## config.mk

```make
export PLATFORM = sky130hd
export DESIGN_NAME = altitude_climb_tracker_top
export DESIGN_NICKNAME = d
export VERILOG_FILES = /design/src/act_pkg.sv /design/src/act_cfg.sv /design/src/act_core.sv /design/src/altitude_climb_tracker_top.sv
export SDC_FILE = /design/constraint.sdc
export NUM_CORES = 1
export LEC_CHECK = 0
export BUFFER_PORTS_ARGS = -buffer_cell sky130_fd_sc_hd__buf_4
export CELL_PAD_IN_SITES_DETAIL_PLACEMENT = 0
export CELL_PAD_IN_SITES_GLOBAL_PLACEMENT = 1
export CORE_MARGIN = 3
export CORE_UTILIZATION = 52
export CTS_CLUSTER_SIZE = 25
export DETAILED_ROUTE_END_ITERATION = 10
export GPL_ROUTABILITY_DRIVEN = 0
export PLACE_DENSITY = 0.84
export SYNTH_ARGS = -nofsm -noshare
export SYNTH_HDL_FRONTEND = slang
export SYNTH_SLANG_ARGS = --single-unit
```

## constraint.sdc

```tcl
create_clock -name clk -period 9.88 [get_ports clk]
set_input_delay 1.976 -clock clk [delete_from_list [all_inputs] [get_ports clk]]
set_output_delay 1.976 -clock clk [all_outputs]
set_load 0.05 [all_outputs]
```

## src/act_pkg.sv

```systemverilog
// act_pkg: shared types, constants and helper functions for the altitude climb tracker.
// Used by every RTL module of the block and by its checker.
`timescale 1ns / 1ps
`default_nettype none
package act_pkg;

	// Counter width for tops, bottoms and rejects
	localparam int COUNT_WIDTH = 16;
	localparam int COUNT_OUT_W = 16;
	localparam int COUNT_EXT_W = (COUNT_WIDTH > COUNT_OUT_W) ? COUNT_WIDTH : COUNT_OUT_W;

	// Field widths
	localparam int ALT_W     = 21;
	localparam int DIFF_W    = ALT_W + 1;
	localparam int PRES_W    = 17;
	localparam int DEAD_W    = 17;
	localparam int BAND_W    = 20;
	localparam int ASC_W     = 31;
	localparam int DESC_W    = 32;
	localparam int CFG_DATA_W = 20;
	localparam int CFG_IDX_W  = 2;

	// Register reset values
	localparam logic [DEAD_W-1:0] DEAD_BAND_RST  = DEAD_W'(160);
	localparam logic [BAND_W-1:0] CLIMB_BAND_RST = BAND_W'(6800);
	localparam logic [PRES_W-1:0] PRES_LOW_RST   = PRES_W'(92000);
	localparam logic [PRES_W-1:0] PRES_HIGH_RST  = PRES_W'(107000);

	// Saturation limits of the totals
	localparam logic [ASC_W-1:0]         ASC_MAX  = '1;
	localparam logic signed [DESC_W-1:0] DESC_MIN = -32'sd2147483647;

	typedef enum logic [CFG_IDX_W-1:0] {
		REG_DEAD_BAND  = 2'd0,
		REG_CLIMB_BAND = 2'd1,
		REG_PRES_LOW   = 2'd2,
		REG_PRES_HIGH  = 2'd3
	} cfg_idx_t;

	typedef enum logic [1:0] {
		STATUS_OK    = 2'd0,
		STATUS_FAIL  = 2'd1,
		STATUS_RANGE = 2'd2
	} status_t;

	typedef enum logic [1:0] {
		DIR_START = 2'd0,
		DIR_UP    = 2'd1,
		DIR_DOWN  = 2'd2
	} dir_t;

	typedef struct packed {
		logic [DEAD_W-1:0] dead_band_cm;
		logic [BAND_W-1:0] climb_band_cm;
		logic [PRES_W-1:0] pressure_low_pa;
		logic [PRES_W-1:0] pressure_high_pa;
	} cfg_t;

	typedef struct packed {
		logic                    cmd;
		logic [PRES_W-1:0]       pressure_pa;
		logic signed [ALT_W-1:0] altitude_cm;
		logic                    sensor_fail;
	} sample_t;

	typedef struct packed {
		status_t                  status;
		logic [ASC_W-1:0]         climbed_total_cm;
		logic signed [DESC_W-1:0] descent_total_cm;
		logic [COUNT_OUT_W-1:0]   top_count;
		logic [COUNT_OUT_W-1:0]   bottom_count;
		dir_t                     direction;
		logic [COUNT_OUT_W-1:0]   failure_count;
	} result_t;

	// Saturating increment
	function automatic logic [COUNT_WIDTH-1:0] cnt_bump(input logic [COUNT_WIDTH-1:0] c);
		return (c == {COUNT_WIDTH{1'b1}}) ? c : c + 1'b1;
	endfunction

	// Low output bits of a counter, zero-extended when the counter is narrower
	function automatic logic [COUNT_OUT_W-1:0] cnt_out(input logic [COUNT_WIDTH-1:0] c);
		logic [COUNT_EXT_W-1:0] ext;
		ext = COUNT_EXT_W'(c);
		return ext[COUNT_OUT_W-1:0];
	endfunction

endpackage
`default_nettype wire

```

## src/act_cfg.sv

```systemverilog
// act_cfg: configuration register file (bands and pressure window).
// Depends on act_pkg.
`timescale 1ns / 1ps
`default_nettype none
module act_cfg (
	input  wire logic                             clk,
	input  wire logic                             arst_n,
	input  wire logic                             cfg_we,
	input  wire logic [act_pkg::CFG_IDX_W-1:0]    cfg_index,
	input  wire logic [act_pkg::CFG_DATA_W-1:0]   cfg_data,
	output act_pkg::cfg_t                         cfg
);

	act_pkg::cfg_t cfg_q;
	act_pkg::cfg_idx_t idx;

	assign idx = act_pkg::cfg_idx_t'(cfg_index);

	// Register writes, truncated to each register's width
	always_ff @(posedge clk or negedge arst_n) begin
		if (!arst_n) begin
			cfg_q.dead_band_cm     <= act_pkg::DEAD_BAND_RST;
			cfg_q.climb_band_cm    <= act_pkg::CLIMB_BAND_RST;
			cfg_q.pressure_low_pa  <= act_pkg::PRES_LOW_RST;
			cfg_q.pressure_high_pa <= act_pkg::PRES_HIGH_RST;
		end else if (cfg_we) begin
			unique case (idx)
				act_pkg::REG_DEAD_BAND:  cfg_q.dead_band_cm <= cfg_data[act_pkg::DEAD_W-1:0];
				act_pkg::REG_CLIMB_BAND: cfg_q.climb_band_cm <= cfg_data[act_pkg::BAND_W-1:0];
				act_pkg::REG_PRES_LOW:   cfg_q.pressure_low_pa <= cfg_data[act_pkg::PRES_W-1:0];
				act_pkg::REG_PRES_HIGH:  cfg_q.pressure_high_pa <= cfg_data[act_pkg::PRES_W-1:0];
				default: ;
			endcase
		end
	end

	assign cfg = cfg_q;

endmodule
`default_nettype wire

```

## src/act_core.sv

```systemverilog
// act_core: tracker state registers and the single-pass update for one sample.
// Depends on act_pkg; driven by the top level's input stage.
`timescale 1ns / 1ps
`default_nettype none
module act_core (
	input  wire logic        clk,
	input  wire logic        arst_n,
	input  wire logic        step,
	input  act_pkg::sample_t sample,
	input  act_pkg::cfg_t    cfg,
	output act_pkg::result_t result
);

	localparam int DW = act_pkg::DIFF_W;
	localparam int CW = act_pkg::COUNT_WIDTH;

	logic signed [act_pkg::ALT_W-1:0]  cur_alt_q, band_base_q, turn_base_q;
	logic [act_pkg::ASC_W-1:0]         ascent_q;
	logic signed [act_pkg::DESC_W-1:0] descent_q;
	act_pkg::dir_t                     dir_q;
	logic [CW-1:0]                     tops_q, bottoms_q, rejects_q;

	logic signed [act_pkg::ALT_W-1:0]  cur_alt_d, band_base_d, turn_base_d;
	logic [act_pkg::ASC_W-1:0]         ascent_d;
	logic signed [act_pkg::DESC_W-1:0] descent_d;
	act_pkg::dir_t                     dir_d;
	logic [CW-1:0]                     tops_d, bottoms_d, rejects_d;
	act_pkg::status_t                  status_d;

	logic signed [DW-1:0]              d_band, d_turn, dead_s, band_s;
	logic [act_pkg::ASC_W:0]           asc_sum;
	logic signed [act_pkg::DESC_W:0]   desc_sum;
	logic signed [act_pkg::ALT_W-1:0]  alt;

	assign alt    = sample.altitude_cm;
	assign d_band = {alt[act_pkg::ALT_W-1], alt} - {band_base_q[act_pkg::ALT_W-1], band_base_q};
	assign d_turn = {alt[act_pkg::ALT_W-1], alt} - {turn_base_q[act_pkg::ALT_W-1], turn_base_q};
	assign dead_s = signed'(DW'(cfg.dead_band_cm));
	assign band_s = signed'(DW'(cfg.climb_band_cm));

	// Total adders, one bit wider for the saturation check
	assign asc_sum  = {1'b0, ascent_q} + (act_pkg::ASC_W + 1)'(d_band);
	assign desc_sum = {descent_q[act_pkg::DESC_W-1], descent_q}
		+ {{(act_pkg::DESC_W + 1 - DW){d_band[DW-1]}}, d_band};

	// Next state for one sample
	always_comb begin
		cur_alt_d   = cur_alt_q;
		band_base_d = band_base_q;
		turn_base_d = turn_base_q;
		ascent_d    = ascent_q;
		descent_d   = descent_q;
		dir_d       = dir_q;
		tops_d      = tops_q;
		bottoms_d   = bottoms_q;
		rejects_d   = rejects_q;

		if (sample.sensor_fail) begin
			status_d  = act_pkg::STATUS_FAIL;
			rejects_d = act_pkg::cnt_bump(rejects_q);
		end else if (sample.pressure_pa < cfg.pressure_low_pa
				|| sample.pressure_pa > cfg.pressure_high_pa) begin
			status_d  = act_pkg::STATUS_RANGE;
			rejects_d = act_pkg::cnt_bump(rejects_q);
		end else begin
			status_d  = act_pkg::STATUS_OK;
			cur_alt_d = alt;
			// dead band: totals
			if (d_band > dead_s) begin
				ascent_d    = asc_sum[act_pkg::ASC_W] ? act_pkg::ASC_MAX
					: asc_sum[act_pkg::ASC_W-1:0];
				band_base_d = alt;
			end else if (d_band < -dead_s) begin
				descent_d   = (desc_sum < $signed({act_pkg::DESC_MIN[act_pkg::DESC_W-1],
					act_pkg::DESC_MIN})) ? act_pkg::DESC_MIN
					: desc_sum[act_pkg::DESC_W-1:0];
				band_base_d = alt;
			end
			// climb band: turn tracker
			if (d_turn > band_s) begin
				turn_base_d = alt;
				if (dir_q != act_pkg::DIR_UP) begin
					dir_d  = act_pkg::DIR_UP;
					tops_d = act_pkg::cnt_bump(tops_q);
				end
			end else if (d_turn < -band_s) begin
				turn_base_d = alt;
				if (dir_q != act_pkg::DIR_DOWN) begin
					dir_d     = act_pkg::DIR_DOWN;
					bottoms_d = act_pkg::cnt_bump(bottoms_q);
				end
			end
		end

		// init: clear after the step, rebase on last accepted altitude
		if (sample.cmd) begin
			ascent_d    = '0;
			descent_d   = '0;
			band_base_d = cur_alt_d;
			turn_base_d = cur_alt_d;
			tops_d      = '0;
			bottoms_d   = '0;
			dir_d       = act_pkg::DIR_START;
		end
	end

	always_ff @(posedge clk or negedge arst_n) begin
		if (!arst_n) begin
			cur_alt_q   <= '0;
			band_base_q <= '0;
			turn_base_q <= '0;
			ascent_q    <= '0;
			descent_q   <= '0;
			dir_q       <= act_pkg::DIR_START;
			tops_q      <= '0;
			bottoms_q   <= '0;
			rejects_q   <= '0;
		end else if (step) begin
			cur_alt_q   <= cur_alt_d;
			band_base_q <= band_base_d;
			turn_base_q <= turn_base_d;
			ascent_q    <= ascent_d;
			descent_q   <= descent_d;
			dir_q       <= dir_d;
			tops_q      <= tops_d;
			bottoms_q   <= bottoms_d;
			rejects_q   <= rejects_d;
		end
	end

	// Result beat reflects the state after this sample
	always_comb begin
		result.status           = status_d;
		result.climbed_total_cm = ascent_d;
		result.descent_total_cm = descent_d;
		result.top_count        = act_pkg::cnt_out(tops_d);
		result.bottom_count     = act_pkg::cnt_out(bottoms_d);
		result.direction        = dir_d;
		result.failure_count    = act_pkg::cnt_out(rejects_d);
	end

endmodule
`default_nettype wire

```

## src/altitude_climb_tracker_top.sv

```systemverilog
// Altitude climb tracker top: input register, update core and output register.
// An input beat passes the input register, then the result register, on its way to its result beat.
// One sample per cycle unless out_ready stalls the result; the core's update is combinational.
// Reset (arst_n low, asynchronous): bands and window take their defaults, valid flags and tracker state clear.
// Depends on act_pkg, act_cfg and act_core.
`timescale 1ns / 1ps
`default_nettype none
module altitude_climb_tracker_top (
	input  wire logic                            clk,
	input  wire logic                            arst_n,
	input  wire logic                            cfg_we,
	input  wire logic [act_pkg::CFG_IDX_W-1:0]   cfg_index,
	input  wire logic [act_pkg::CFG_DATA_W-1:0]  cfg_data,
	input  wire logic                            in_valid,
	output logic                                 in_ready,
	input  wire logic                            cmd,
	input  wire logic [act_pkg::PRES_W-1:0]      pressure_pa,
	input  wire logic signed [act_pkg::ALT_W-1:0] altitude_cm,
	input  wire logic                            sensor_fail,
	output logic                                 out_valid,
	input  wire logic                            out_ready,
	output logic [1:0]                           status,
	output logic [act_pkg::ASC_W-1:0]            climbed_total_cm,
	output logic signed [act_pkg::DESC_W-1:0]    descent_total_cm,
	output logic [act_pkg::COUNT_OUT_W-1:0]      top_count,
	output logic [act_pkg::COUNT_OUT_W-1:0]      bottom_count,
	output logic [1:0]                           direction,
	output logic [act_pkg::COUNT_OUT_W-1:0]      failure_count
);

	act_pkg::cfg_t    cfg;
	act_pkg::sample_t sample_s1;
	act_pkg::result_t res_d, res_q;
	logic             valid_s1, out_valid_q, advance, step;

	act_cfg u_cfg (
		.clk       (clk),
		.arst_n    (arst_n),
		.cfg_we    (cfg_we),
		.cfg_index (cfg_index),
		.cfg_data  (cfg_data),
		.cfg       (cfg)
	);

	// Pipeline moves when the result register is free or being drained
	assign advance  = !out_valid_q || out_ready;
	assign step     = valid_s1 && advance;
	assign in_ready = !valid_s1 || advance;

	// Input register
	always_ff @(posedge clk or negedge arst_n) begin
		if (!arst_n) begin
			valid_s1 <= 1'b0;
		end else if (in_ready) begin
			valid_s1 <= in_valid;
		end
	end

	always_ff @(posedge clk) begin
		if (in_valid && in_ready) begin
			sample_s1.cmd         <= cmd;
			sample_s1.pressure_pa <= pressure_pa;
			sample_s1.altitude_cm <= altitude_cm;
			sample_s1.sensor_fail <= sensor_fail;
		end
	end

	act_core u_core (
		.clk    (clk),
		.arst_n (arst_n),
		.step   (step),
		.sample (sample_s1),
		.cfg    (cfg),
		.result (res_d)
	);

	// Result register
	always_ff @(posedge clk or negedge arst_n) begin
		if (!arst_n) begin
			out_valid_q <= 1'b0;
		end else if (advance) begin
			out_valid_q <= valid_s1;
		end
	end

	always_ff @(posedge clk) begin
		if (step) begin
			res_q <= res_d;
		end
	end

	assign out_valid        = out_valid_q;
	assign status           = res_q.status;
	assign climbed_total_cm = res_q.climbed_total_cm;
	assign descent_total_cm = res_q.descent_total_cm;
	assign top_count        = res_q.top_count;
	assign bottom_count     = res_q.bottom_count;
	assign direction        = res_q.direction;
	assign failure_count    = res_q.failure_count;

endmodule
`default_nettype wire

```

==> impl_metrics.py <==
metrics = {
    "outcome": {
        "status": "complete, no violations",
    },
    "power_and_ir_drop": {
        "fin_total_pwr_mw": 9.27,
        "ir_drop_mv": 0.166,
        "p_per_area_nw_per_um2": 311,
        "p_leak_nw": 13.2,
    },
    "setup_path": {
        "slowest_stage": "nand3_1",
        "end_kind": "flip-flop",
        "cp_slowest_stage_delay_ns": 0.84,
        "r2r_slack_ns": 3.03,
        "worst-path-max-fanout": 22,
        "timing.rr.end": "bottom_count[6]",
        "path_class": "flip-flop to flip-flop",
        "crit_path_start_kind": "flip-flop",
        "r2r-start": "sample_s1[1]",
        "crit_chain": "inv_1 > ha_1 > inv_1 > fa_1 > a21o_1 > a21oi_1 > o21ai_0 > a31o_2 > a311o_1 > a21o_1 > a21oi_1 > xnor2_1 > ha_1 > a21o_1 > a21o_1 > a21oi_1 > nor2b_1 > o211ai_1 > nand4_1 > o22ai_1 > nand3_1 > o311ai_0 > o41ai_1",
        "crit_required_ns": 10.18,
        "critPathArrivalTime_ns": 7.14,
        "crit_top_cell": "a21o_1",
        "reg2regPathDepth": 23,
    },
    "floorplan": {
        "rows": 81,
        "die_y_um": 230,
        "io_pins": 184,
        "dieWidth_um": 230,
        "fp.coreArea_um2": 49400,
        "dieArea_um2": 53100,
        "initial_utilization_pct": 53.1,
    },
    "synth": {
        "synthTopCellsByArea": "dfrtp_1, edfxtp_1, ha_1",
        "yosys.cell_types.count": 83,
        "synth_top_cell_by_area": "dfrtp_1",
        "synth_edf_count": 155,
        "synth_common_cells": "dfrtp_1, ha_1, nand2_1",
        "synth_flop_cell": "dfrtp_1",
        "postSynthCellCount": 2648,
        "ys_ff_latch": 404,
        "ys_seq_area_share_pct": 41.7,
        "synthDominantCellAreaShare_pct": 21.5,
        "yosysWarnings": 0,
        "ys_async_sr_fraction_pct": 61.6,
        "synth_area_um2": 26200,
        "synthesis.nets": 2944,
        "avgSynthCellArea_um2": 9.89,
    },
    "clocking": {
        "cts-resized-gates": 0,
        "cts_tree": "yes",
        "clk_transition_reported_paths_ns": 0.06,
        "holdBufCountCts": 0,
        "clockBufferDepth": 3,
        "numCtsBuffers": 46,
        "cts-htree-levels": 2,
        "root_buffer": "clkbuf_16",
        "post_cts_buffers": 0,
        "clk_latency_ns": 0.60,
        "cts_num_sinks": 404,
    },
    "global_route": {
        "antenna_found_initial": 1,
        "grt_pass1_wl_mm": 115,
        "grt_use_met2_pct": 43.9,
        "grt_remaining_overflow": 0,
        "grt_busiest_layer": "met2",
        "track_usage_pct": 26.8,
        "grt_pass1_vias": 20744,
        "grt_max_degree": 152,
        "grt_util_met3_pct": 3.58,
        "use_met1_pct": 36.7,
    },
    "sta": {
        "timing.fmax_ghz": 0.146,
        "fin_skew_ns": 0.0208,
        "setup_violations": 0,
        "finalHoldViolCount": 0,
        "slew_headroom_pct": 19.1,
        "fin_crit_sh_pct": 69.3,
        "tns_ns": 0,
        "worst_pin_slew_ns": 1.18,
        "slew_viol_final": 0,
        "rsz0062_at_grt": "false",
        "min_period_ns": 6.85,
    },
    "placement": {
        "dpl.hpwl_mm": 52.0,
        "dp.cells": 3432,
        "port-buffer-count": 183,
    },
    "layout": {
        "fin_nets": 3112,
        "nFillCells": 4247,
        "multi_input_area_um2": 14300,
        "seq_area_um2": 10900,
        "final_layout_size_suffix_gt1_share_pct": 17.0,
        "instances_no_fill": 3518,
        "diodes": 0,
        "area_delta_synth_final_pct": 13.7,
    },
    "routing": {
        "drt_iter0_drc": 1753,
        "firstDrtPassIters": 6,
        "vias_per_cell": 6.09,
        "wl_per_cell_um": 20.5,
        "wl_mm": 72.0,
        "via_count": 21420,
        "drt.antenna.violating_nets": 0,
        "drc": 0,
    },
    "min_path": {
        "holdCritPathClass": "flip-flop to flip-flop",
        "min_path_cells": 1,
        "worstHoldStart": "u_core.cur_alt_q[5]",
        "hold_end": "u_core.cur_alt_q[5]",
    },
    "job": {
        "drv_cap": 0,
    },
}
power breakdown:
part           total (mW)  switching, mW  internal (mW)
registers            2.37          0.250           2.12
clock network        1.69          0.712          0.981
logic                5.21           3.20           2.01
total                9.27           4.16           5.11
worst max-delay path, delay by kind of cell, from the launching register on:
kind | cells | cell delay, ns
flops | 1 | 0.39
xor+xnor | 1 | 0.12
simple gates | 3 | 1.01
compound gates | 14 | 4.05
buf+inv | 2 | 0.17
fa+ha+maj | 3 | 0.79
layer usage:
layer	vias up	share of wire, %
met5	-	0
met4	0	3.5
met3	152	5.2
met2	666	47
met1	10468	44
li1	10134	-
stage by stage:
| stage | utilization [%] | hold slack [ns] | area, um^2 | worst slack [ns] |
|---|---|---|---|---|
| floorplan | - | 0.446 | 26200 | 3.16 |
| global placement | 57.3 | 0.472 | 28300 | 3.46 |
| detailed placement | 57.3 | 0.488 | 28300 | 3.29 |
| CTS | 60.3 | 0.499 | 29800 | 3.24 |
| global route | 60.3 | 0.512 | 29800 | 2.60 |
| finish | 60.3 | 0.501 | 29800 | 3.03 |
state kept, by name, indices dropped and copies added, names as in the netlist, 16 cells and up:
signal,cells
u_core.cur_alt_q,21
u_core.tops_q,16
u_core.descent_q,32
top_count,16
climbed_total_cm,31
u_cfg.cfg,71
u_core.ascent_q,31
sample_s1,40
u_core.band_base_q,21
descent_total_cm,32
bottom_count,16
u_core.turn_base_q,21
u_core.bottoms_q,16
failure_count,16
u_core.rejects_q,16
worst max-delay path by stage:
| stage | from | to | slack (ns) | cells after the start |
|---|---|---|---|---|
| after CTS | sample_s1[1] | bottom_count[6] | 3.24 | 24 |
| after global routing | sample_s1[1] | bottom_count[6] | 2.60 | 24 |
| after global placement | sample_s1[5] | descent_total_cm[7] | 3.46 | 20 |
| after floorplan | out_ready | u_core.bottoms_q[10] | 3.16 | 7 |
| after detailed placement | sample_s1[5] | descent_total_cm[7] | 3.29 | 20 |
| final | sample_s1[1] | bottom_count[6] | 3.03 | 23 |
cells by family (layout without fill, tap and decap cells):
logic type	count (synthesis)	after routing	share of synthesized area [%]
simple gates	824	824	15.7
xor+xnor	135	135	4.52
buf+inv	269	475	3.98
mux	156	156	6.67
fa+ha+maj	229	229	11.1
flops	404	404	41.7
compound gates	631	631	16.4
placed cells by master, fill, tap and decap left out, types with 36 or more instances in the layout:
cell       count
o31ai_1       43
nor3_1        83
xnor2_1       90
inv_1        176
ha_1         225
nand3_1       80
o21ai_0      101
a211oi_1      43
nor2_1       184
dfrtp_1      225
and3_1        36
mux2_2       147
nand2_1      201
edfxtp_1     155
a21o_1        73
a21oi_1      137
nand4_1       45
clkbuf_16     47
buf_4        210
xor2_1        45
cell type report:
type	instances	area share [%]
tap	664	2.79
timing repair buffer	212	5.41
sequential	404	36.7
multi-input combinational	1975	47.9
inverter	177	2.25
clock buffer	64	4.26
clock inverter	22	0.727
(Power assumes the default switching activity.)
